$ cat src/hw/rtl/mkds_pkg.sv
// ============================================================================
// Matrix keypad scanner package
// Shared types, field widths, register indexes and debounce phase codes.
// ============================================================================
package mkds_pkg;

    localparam int ROW_COUNT_DEF    = 4;
    localparam int COLUMN_COUNT_DEF = 4;

    localparam int ROW_W    = 2;
    localparam int LEVEL_W  = 4;
    localparam int TIME_W   = 32;
    localparam int KEY_W    = 4;
    localparam int CFG_IDX_W  = 2;
    localparam int CFG_DATA_W = 32;

    localparam int S_TDATA_W = 40;
    localparam int M_TDATA_W = 8;

    localparam int QUEUE_DEPTH = 2;

    localparam logic [CFG_IDX_W-1:0] CFG_PRESS_HOLD   = 2'd0;
    localparam logic [CFG_IDX_W-1:0] CFG_RELEASE_HOLD = 2'd1;

    localparam logic [TIME_W-1:0] PRESS_HOLD_RST   = 32'd10000;
    localparam logic [TIME_W-1:0] RELEASE_HOLD_RST = 32'd100000;

    // per-key debounce phases
    localparam logic [1:0] PH_RELEASED     = 2'd0;
    localparam logic [1:0] PH_CONF_PRESS   = 2'd1;
    localparam logic [1:0] PH_PRESSED      = 2'd2;
    localparam logic [1:0] PH_CONF_RELEASE = 2'd3;

    typedef struct packed {
        logic [TIME_W-1:0]  time_us;
        logic [LEVEL_W-1:0] column_levels;
        logic [ROW_W-1:0]   row_index;
    } scan_t;

    typedef struct packed {
        logic [TIME_W-1:0] press_hold;
        logic [TIME_W-1:0] release_hold;
    } hold_cfg_t;

endpackage

$ cat src/hw/rtl/mkds_front.sv
// ============================================================================
// Keypad scanner front end
// Takes row scan beats, drops rows outside the matrix, hands the rest on.
// ============================================================================
module mkds_front
    import mkds_pkg::*;
#(
    parameter int ROW_COUNT = ROW_COUNT_DEF
) (
    input  logic                 aclk,
    input  logic                 aresetn,
    input  logic                 s_valid,
    output logic                 s_ready,
    input  scan_t                s_item,
    output logic                 q_push,
    input  logic                 q_ready,
    output scan_t                q_item
);

    logic  valid_reg;
    logic  in_range_reg;
    scan_t item_reg;
    logic  advance;
    logic  take;

    // out-of-range rows leave without touching the queue
    assign advance = valid_reg && (!in_range_reg || q_ready);
    assign s_ready = !valid_reg || advance;
    assign take    = s_valid && s_ready;
    assign q_push  = valid_reg && in_range_reg && q_ready;
    assign q_item  = item_reg;

    always_ff @(posedge aclk) begin
        if (!aresetn) begin
            valid_reg <= 1'b0;
        end else if (take) begin
            valid_reg <= 1'b1;
        end else if (advance) begin
            valid_reg <= 1'b0;
        end
    end

    always_ff @(posedge aclk) begin
        if (take) begin
            item_reg     <= s_item;
            in_range_reg <= (32'(s_item.row_index) < ROW_COUNT);
        end
    end

endmodule

$ cat src/hw/rtl/mkds_queue.sv
// ============================================================================
// Keypad scanner scan queue
// Short FIFO between front end and debounce engine.
// ============================================================================
module mkds_queue
    import mkds_pkg::*;
(
    input  logic  aclk,
    input  logic  aresetn,
    input  logic  push,
    output logic  push_ready,
    input  scan_t push_item,
    input  logic  pop,
    output logic  pop_valid,
    output scan_t pop_item
);

    localparam int PTR_W = $clog2(QUEUE_DEPTH);
    localparam int CNT_W = $clog2(QUEUE_DEPTH + 1);

    scan_t            slot_reg [QUEUE_DEPTH];
    logic [PTR_W-1:0] wr_ptr_reg;
    logic [PTR_W-1:0] rd_ptr_reg;
    logic [CNT_W-1:0] count_reg;
    logic             do_push;
    logic             do_pop;

    assign push_ready = (count_reg != CNT_W'(QUEUE_DEPTH));
    assign pop_valid  = (count_reg != '0);
    assign pop_item   = slot_reg[rd_ptr_reg];
    assign do_push    = push && push_ready;
    assign do_pop     = pop && pop_valid;

    always_ff @(posedge aclk) begin
        if (!aresetn) begin
            wr_ptr_reg <= '0;
            rd_ptr_reg <= '0;
            count_reg  <= '0;
        end else begin
            if (do_push) begin
                wr_ptr_reg <= (wr_ptr_reg == PTR_W'(QUEUE_DEPTH - 1)) ? '0 : wr_ptr_reg + 1'b1;
            end
            if (do_pop) begin
                rd_ptr_reg <= (rd_ptr_reg == PTR_W'(QUEUE_DEPTH - 1)) ? '0 : rd_ptr_reg + 1'b1;
            end
            if (do_push && !do_pop) begin
                count_reg <= count_reg + 1'b1;
            end else if (do_pop && !do_push) begin
                count_reg <= count_reg - 1'b1;
            end
        end
    end

    always_ff @(posedge aclk) begin
        if (do_push) begin
            slot_reg[wr_ptr_reg] <= push_item;
        end
    end

endmodule

$ cat src/hw/rtl/mkds_back.sv
// ============================================================================
// Keypad scanner debounce engine
// Updates the scanned row's keys up to and including the first newly confirmed press, and emits that press.
// ============================================================================
module mkds_back
    import mkds_pkg::*;
#(
    parameter int ROW_COUNT    = ROW_COUNT_DEF,
    parameter int COLUMN_COUNT = COLUMN_COUNT_DEF
) (
    input  logic             aclk,
    input  logic             aresetn,
    input  hold_cfg_t        hold_cfg,
    input  logic             q_valid,
    output logic             q_pop,
    input  scan_t            q_item,
    output logic             m_valid,
    input  logic             m_ready,
    output logic [KEY_W-1:0] m_key
);

    // row_index is two bits wide, so at most four rows can ever be scanned
    localparam int STORED_ROWS = (ROW_COUNT < 4) ? ROW_COUNT : 4;
    localparam int RIDX_W      = (STORED_ROWS > 1) ? $clog2(STORED_ROWS) : 1;

    logic [1:0]        phase_reg   [STORED_ROWS][COLUMN_COUNT];
    logic [TIME_W-1:0] pstamp_reg  [STORED_ROWS][COLUMN_COUNT];
    logic [TIME_W-1:0] rstamp_reg  [STORED_ROWS][COLUMN_COUNT];

    logic              m_valid_reg;
    logic [KEY_W-1:0]  key_reg;

    logic [RIDX_W-1:0]       row;
    logic [COLUMN_COUNT-1:0] high;
    logic [1:0]              ph_next   [COLUMN_COUNT];
    logic [COLUMN_COUNT-1:0] set_pstamp;
    logic [COLUMN_COUNT-1:0] set_rstamp;
    logic [COLUMN_COUNT-1:0] confirm;
    logic [COLUMN_COUNT-1:0] upd_en;
    logic                    any_confirm;
    logic [7:0]              code_wide;

    assign row     = q_item.row_index[RIDX_W-1:0];
    assign q_pop   = q_valid && (!m_valid_reg || m_ready);
    assign m_valid = m_valid_reg;
    assign m_key   = key_reg;

    always_comb begin
        logic [1:0]        ph;
        logic [TIME_W-1:0] p_age;
        logic [TIME_W-1:0] r_age;
        logic              blocked;
        any_confirm = 1'b0;
        code_wide   = '0;
        blocked     = 1'b0;
        for (int j = 0; j < COLUMN_COUNT; j++) begin
            // columns with no level bit read as not pressed
            high[j]       = (j < LEVEL_W) ? q_item.column_levels[j % LEVEL_W] : 1'b1;
            ph            = phase_reg[row][j];
            p_age         = q_item.time_us - pstamp_reg[row][j];
            r_age         = q_item.time_us - rstamp_reg[row][j];
            ph_next[j]    = ph;
            set_pstamp[j] = 1'b0;
            set_rstamp[j] = 1'b0;
            confirm[j]    = 1'b0;
            if (high[j]) begin
                if (ph == PH_PRESSED) begin
                    set_rstamp[j] = 1'b1;
                    ph_next[j]    = PH_CONF_RELEASE;
                end else if (ph == PH_CONF_RELEASE) begin
                    if (r_age >= hold_cfg.release_hold) begin
                        ph_next[j] = PH_RELEASED;
                    end
                end else begin
                    ph_next[j] = PH_RELEASED;
                end
            end else begin
                if (ph == PH_RELEASED) begin
                    set_pstamp[j] = 1'b1;
                    ph_next[j]    = PH_CONF_PRESS;
                end else if (ph == PH_CONF_PRESS) begin
                    if (p_age >= hold_cfg.press_hold) begin
                        ph_next[j] = PH_PRESSED;
                        confirm[j] = 1'b1;
                    end
                end else begin
                    ph_next[j] = PH_PRESSED;
                end
            end
            // columns past the first confirmed press keep their state
            upd_en[j] = !blocked;
            if (confirm[j] && !blocked) begin
                any_confirm = 1'b1;
                code_wide   = 8'(32'(row) * COLUMN_COUNT + j);
            end
            blocked = blocked | confirm[j];
        end
    end

    always_ff @(posedge aclk) begin
        if (!aresetn) begin
            for (int r = 0; r < STORED_ROWS; r++) begin
                for (int j = 0; j < COLUMN_COUNT; j++) begin
                    phase_reg[r][j] <= PH_RELEASED;
                end
            end
        end else if (q_pop) begin
            for (int j = 0; j < COLUMN_COUNT; j++) begin
                if (upd_en[j]) begin
                    phase_reg[row][j] <= ph_next[j];
                end
            end
        end
    end

    always_ff @(posedge aclk) begin
        if (q_pop) begin
            for (int j = 0; j < COLUMN_COUNT; j++) begin
                if (upd_en[j] && set_pstamp[j]) begin
                    pstamp_reg[row][j] <= q_item.time_us;
                end
                if (upd_en[j] && set_rstamp[j]) begin
                    rstamp_reg[row][j] <= q_item.time_us;
                end
            end
        end
    end

    always_ff @(posedge aclk) begin
        if (!aresetn) begin
            m_valid_reg <= 1'b0;
        end else if (q_pop && any_confirm) begin
            m_valid_reg <= 1'b1;
        end else if (m_ready) begin
            m_valid_reg <= 1'b0;
        end
    end

    always_ff @(posedge aclk) begin
        if (q_pop && any_confirm) begin
            key_reg <= code_wide[KEY_W-1:0];
        end
    end

endmodule

$ cat src/hw/rtl/matrix_keypad_debounce_scanner.sv
// ============================================================================
// Matrix keypad debounce scanner
// Per-key debounce of row scans from a key matrix; reports confirmed presses.
// ============================================================================
//  channel  | dir | handshake               | payload
//  ---------+-----+-------------------------+-----------------------------------
//  s_axis   | in  | s_axis_tvalid / tready  | tdata: row_index, column_levels,
//           |     |                         |        time_us
//  m_axis   | out | m_axis_tvalid / tready  | tdata: key_code
//  cfg      | in  | cfg_wr_en               | cfg_index, cfg_data
//
//  One scan beat per cycle sustained while m_axis is not stalled. A beat is
//  held in the front register, then written into the queue; the row update
//  and any key code with m_axis_tvalid are registered when it is popped.
//  The row update (per-column 32-bit age compare) is combinational.
//  Reset puts every key in the released phase and loads the default holds.
//  While m_axis stalls the front register and two-entry queue absorb up to
//  three beats before s_axis_tready drops.
// ============================================================================
module matrix_keypad_debounce_scanner
    import mkds_pkg::*;
#(
    parameter int ROW_COUNT    = ROW_COUNT_DEF,
    parameter int COLUMN_COUNT = COLUMN_COUNT_DEF
) (
    input  logic                  aclk,
    input  logic                  aresetn,
    input  logic                  s_axis_tvalid,
    output logic                  s_axis_tready,
    input  logic [S_TDATA_W-1:0]  s_axis_tdata,   // row_index, column_levels, time_us
    output logic                  m_axis_tvalid,
    input  logic                  m_axis_tready,
    output logic [M_TDATA_W-1:0]  m_axis_tdata,   // key_code
    input  logic                  cfg_wr_en,
    input  logic [CFG_IDX_W-1:0]  cfg_index,
    input  logic [CFG_DATA_W-1:0] cfg_data
);

    localparam int ITEM_W = ROW_W + LEVEL_W + TIME_W;

    logic [TIME_W-1:0] press_hold_reg;
    logic [TIME_W-1:0] release_hold_reg;
    hold_cfg_t         hold_cfg;

    scan_t            s_item;
    logic             q_push;
    logic             q_ready;
    scan_t            q_in_item;
    logic             q_pop;
    logic             q_valid;
    scan_t            q_out_item;
    logic [KEY_W-1:0] m_key;

    assign s_item = scan_t'(s_axis_tdata[ITEM_W-1:0]);

    always_ff @(posedge aclk) begin
        if (!aresetn) begin
            press_hold_reg   <= PRESS_HOLD_RST;
            release_hold_reg <= RELEASE_HOLD_RST;
        end else if (cfg_wr_en) begin
            case (cfg_index)
                CFG_PRESS_HOLD:   press_hold_reg   <= cfg_data[TIME_W-1:0];
                CFG_RELEASE_HOLD: release_hold_reg <= cfg_data[TIME_W-1:0];
                default: ;
            endcase
        end
    end

    assign hold_cfg.press_hold   = press_hold_reg;
    assign hold_cfg.release_hold = release_hold_reg;

    mkds_front #(
        .ROW_COUNT (ROW_COUNT)
    ) u_front (
        .aclk    (aclk),
        .aresetn (aresetn),
        .s_valid (s_axis_tvalid),
        .s_ready (s_axis_tready),
        .s_item  (s_item),
        .q_push  (q_push),
        .q_ready (q_ready),
        .q_item  (q_in_item)
    );

    mkds_queue u_queue (
        .aclk       (aclk),
        .aresetn    (aresetn),
        .push       (q_push),
        .push_ready (q_ready),
        .push_item  (q_in_item),
        .pop        (q_pop),
        .pop_valid  (q_valid),
        .pop_item   (q_out_item)
    );

    mkds_back #(
        .ROW_COUNT    (ROW_COUNT),
        .COLUMN_COUNT (COLUMN_COUNT)
    ) u_back (
        .aclk     (aclk),
        .aresetn  (aresetn),
        .hold_cfg (hold_cfg),
        .q_valid  (q_valid),
        .q_pop    (q_pop),
        .q_item   (q_out_item),
        .m_valid  (m_axis_tvalid),
        .m_ready  (m_axis_tready),
        .m_key    (m_key)
    );

    assign m_axis_tdata = {{(M_TDATA_W - KEY_W){1'b0}}, m_key};

endmodule

$ cat config.mk
export PLATFORM = sky130hd
export DESIGN_NAME = matrix_keypad_debounce_scanner
export DESIGN_NICKNAME = d
export VERILOG_FILES = /design/src/hw/rtl/mkds_pkg.sv /design/src/hw/rtl/mkds_front.sv /design/src/hw/rtl/mkds_queue.sv /design/src/hw/rtl/mkds_back.sv /design/src/hw/rtl/matrix_keypad_debounce_scanner.sv
export SDC_FILE = /design/constraint.sdc
export NUM_CORES = 2
export LEC_CHECK = 0
export BUFFER_PORTS_ARGS = -buffer_cell sky130_fd_sc_hd__buf_2
export CAP_MARGIN = 20
export CORE_MARGIN = 1.5
export CORE_UTILIZATION = 60
export CTS_CLUSTER_DIAMETER = 60
export DETAILED_ROUTE_END_ITERATION = 8
export MAX_ROUTING_LAYER = met4
export PLACE_DENSITY = 0.76
export SKIP_CTS_REPAIR_TIMING = 1
export SYNTH_ARGS = -nofsm -noshare
export SYNTH_HDL_FRONTEND = slang
export SYNTH_SLANG_ARGS = --single-unit
$ cat constraint.sdc
create_clock -name aclk -period 14 [get_ports aclk]
set_input_delay 2.8 -clock aclk [delete_from_list [all_inputs] [get_ports aclk]]
set_output_delay 2.8 -clock aclk [all_outputs]
set_load 0.01 [all_outputs]
==> metrics.md <==
| Metric | Value |
|---|---|
| Final setup viols | `0` |
| Final setup skew | `0.0314 ns` |
| Post-synthesis adder-cell area fraction | `0.103` |
| Post-synthesis mux area share | `0.102` |
| Worst setup path class | `flop to flop` |
| Place WS | `between 4 and 5 ns` |
| Tot GR Track Use | `0.297` |
| Die width | `~330 µm` |
| Top-count cell post-synth | `edfxtp_1` |
| Post-synth ARST share | `0` |
| Final min period | `between 9 and 10 ns` |
| Actual slew at the worst max-slew pin | `around 1.2 ns` |
| Clk slew on worst S/H paths | `0.06 ns` |
| Compound-Gate Fraction of Synth Area | `0.0925` |
| Initial core utilization | `0.607` |
| Synth top area share | `0.560` |
| Yosys warnings | `0` |
| FILL cells | `about 7000` |
| Hold WS | `about 0.44 ns` |
| Total negative slack | `0 ns` |
| Avg WL per Cell | `between 20 and 25 µm` |
| Largest net degree at the start of global routing | `about 80` |
| Post-Synth Simple-Gate Area | `0.0600` |
| Core area | `104000 µm²` |
| Flop pwr share | `0.278` |
| Worst setup SP type | `flop` |
| Cell count after synthesis | `around 4500` |
| Placed insts | `5931` |
| Crit path arrival time | `9.82 ns` |
| Crit-path max cell delay | `approximately 0.76 ns` |
| Top cells by area, synth | `edfxtp_1, ha_1, mux4_2, a21oi_1, inv_1` |
| Post-detail-place hpwl | `approximately 100000 µm` |
| Clk buf depth | `3` |
| Final WL | `152000 µm` |
| Post-Syn Area | `63000 µm²` |
| 1st-pass router iterations | `5` |
| DR iter-0 viols | `~3800` |
| DRT antenna net count | `0` |
| Initial antenna violation count | `4` |
| Seq/Total Area, Yosys | `0.582` |
| Synth Register Bits | `1245` |
| Layout cells sized above 1 | `0.154` |
| Slew headroom | `0.180` |
| Fin. Hold Viols | `0` |
| Global route overflow | `0` |
| Top cell type by total area after synthesis | `edfxtp_1` |
| First-pass GRT wire length | `230000 µm` |
| Drt via density | `about 6.3` |
| Critical Path RT | `~14 ns` |
| Clock share of power | `0.215` |
| Post-synth cell types | `84` |
| Vias in the first global route | `about 39000` |
| Crit share post-route | `0.675` |
| IO Pins | `89` |
| # DRC | `0` |
| Vias | `39000` |
| Cell Rows | `around 120` |
| Chip Height | `about 330 µm` |
| PwrDens | `238 nW/µm²` |
| Avg Cell Area, Syn | `between 10 and 15 µm²` |
| Later-pin clock latency in the skew report | `about 0.76 ns` |
| Switching Fraction | `0.387` |
| Post-synth EDFFs | `between 1000 and 1500` |
| Area growth, synth to finish | `11.3%` |
| Int Pwr | `between 10 and 15 mW` |
| Maximum fanout along the worst path | `63` |
| Logic pwr share | `0.507` |
| Pleak | `26.2 nW` |
| Clock sinks | `1245` |
| Cell mode on critical path | `a21o_1` |
| Layout net count | `around 5300` |
| Clock buffer count from CTS | `~130` |
| Hold crit path type | `flop to flop` |
| Max IR drop VDD | `0.000164 V` |
| Status | `completed` |
| Final slew viol count | `0` |
| Final worst slack | `between 4 and 5 ns` |
| Buf+Inv Stages, Crit Path | `3` |
| Synth Area in XOR/XNOR | `0.0310` |
| Cell family with the largest share of critical-path delay | `compound AO/OA/AOI/OAI gates` |
| P_sw | `6.44 mW` |
| RSZ-0062 raised after global routing | `no` |
| Final cell count without fillers | `slightly above 6000` |
| Worst setup EP type | `flop` |
| Largest family of logic cells by synthesized area | `adder cells` |
| Max Clk Rate | `106 MHz` |
| CTS tree | `yes` |
| Top_reg_cell synth | `edfxtp_1` |
| Post-synth top cells | `edfxtp_1, ha_1, inv_1` |
| Critical-path top delay cell | `mux2_8` |
| Routability cong. | `just under 1` |
| MaxCap Viol Count | `0` |
| Htree depth | `4` |
| # port buffers | `slightly above 80` |
| Clock root cell | `clkbuf_16` |
| Power, Total | `16.7 mW` |
| Die area | `roughly 110000 µm²` |
-- through the flow --
step / util / area [µm²]
floorplan: - / 63000
global placement: 0.632 / 65600
detailed placement: 0.632 / 65600
CTS: 0.675 / 70100
global route: 0.676 / 70100
finish: 0.676 / 70100
-- routing by layer --
layer  vias to the layer above  track usage  part of all wire
met3                       255       0.0613             0.095
met5                         -            -                 0
li1                      17600            -                 -
met4                         0       0.0861             0.026
met2                      1685        0.451              0.46
met1                     19400        0.408              0.42
-- layout make-up --
class,count,area (µm²),share of cell area
Sequential cell,1245,36700,0.523
Multi-Input combinational cell,2750,24700,0.352
Clock buffer,157,3470,0.0494
Tap cell,1380,1730,0.0246
Inverter,392,1470,0.0210
Timing Repair Buffer,167,1110,0.0158
Clock inverter,85,996,0.0142
Antenna cell,3,7.51,0.000107
-- power groups by stage --
stage	Clock (mW)	Combinational [mW]	Sequential, mW
after detailed placement	0	8.23	4.72
after global placement	0	8.01	4.70
after floorplan	0	6.18	4.70
after CTS	3.62	8.34	4.64
after global routing	3.76	9.37	4.65
final	3.58	8.44	4.64
-- cells by family (layout without fill, tap and decap cells) --
logic type,count (synthesis),count (layout)
and+or+nand+nor,802,802
AOI/OAI and AO/OA,903,903
buffers and inverters,492,801
xor gates and xnor gates,223,223
DFF,1245,1245
other,1,7
adders and majority gates,513,513
muxes,305,305
-- cells in the final DEF, fill, tap and decap left out, drive strengths merged, types with 152 or more instances in the layout --
| master | synthesis | routed |
|---|---|---|
| a21o | 189 | 189 |
| edfxtp | 1174 | 1174 |
| buf | 47 | 166 |
| ha | 505 | 505 |
| a21oi | 297 | 297 |
| mux4 | 264 | 264 |
| nor2 | 228 | 228 |
| o21ai | 152 | 152 |
| nand2 | 237 | 237 |
| xnor2 | 167 | 167 |
| inv | 392 | 409 |
| clkbuf | 53 | 158 |
-- worst reg2reg max path, cell delays in order, from the launching register on --
cell	delay, ns
dfxtp_2	0.31
buf_4	0.45
mux2_8	0.77
mux4_2	0.73
inv_1	0.13
ha_1	0.23
nor2b_1	0.14
o31a_1	0.30
o31ai_4	0.29
a31oi_2	0.20
o41ai_4	0.50
o31ai_1	0.21
a311o_1	0.39
a21o_1	0.24
a31oi_1	0.21
xnor2_1	0.15
ha_1	0.27
a21o_1	0.18
a21o_1	0.18
a2111oi_0	0.45
o21ai_0	0.50
and3_1	0.51
a21oi_2	0.41
nand4_1	0.54
nor2_4	0.23
buf_4	0.53
-- worst paths after layout --
check / endpoint / start / slack (ns) / cells after the start
max: u_back.rstamp_reg[0][18] / flop / 4.55 / 25
min: u_queue.slot_reg[0][36] / u_front.q_item[36] / 0.44 / 0
max reg2reg: u_back.rstamp_reg[0][18] / flop / 4.55 / 25
min reg2reg: u_queue.slot_reg[0][36] / u_front.q_item[36] / 0.44 / 0
(Power assumes the default switching activity.)
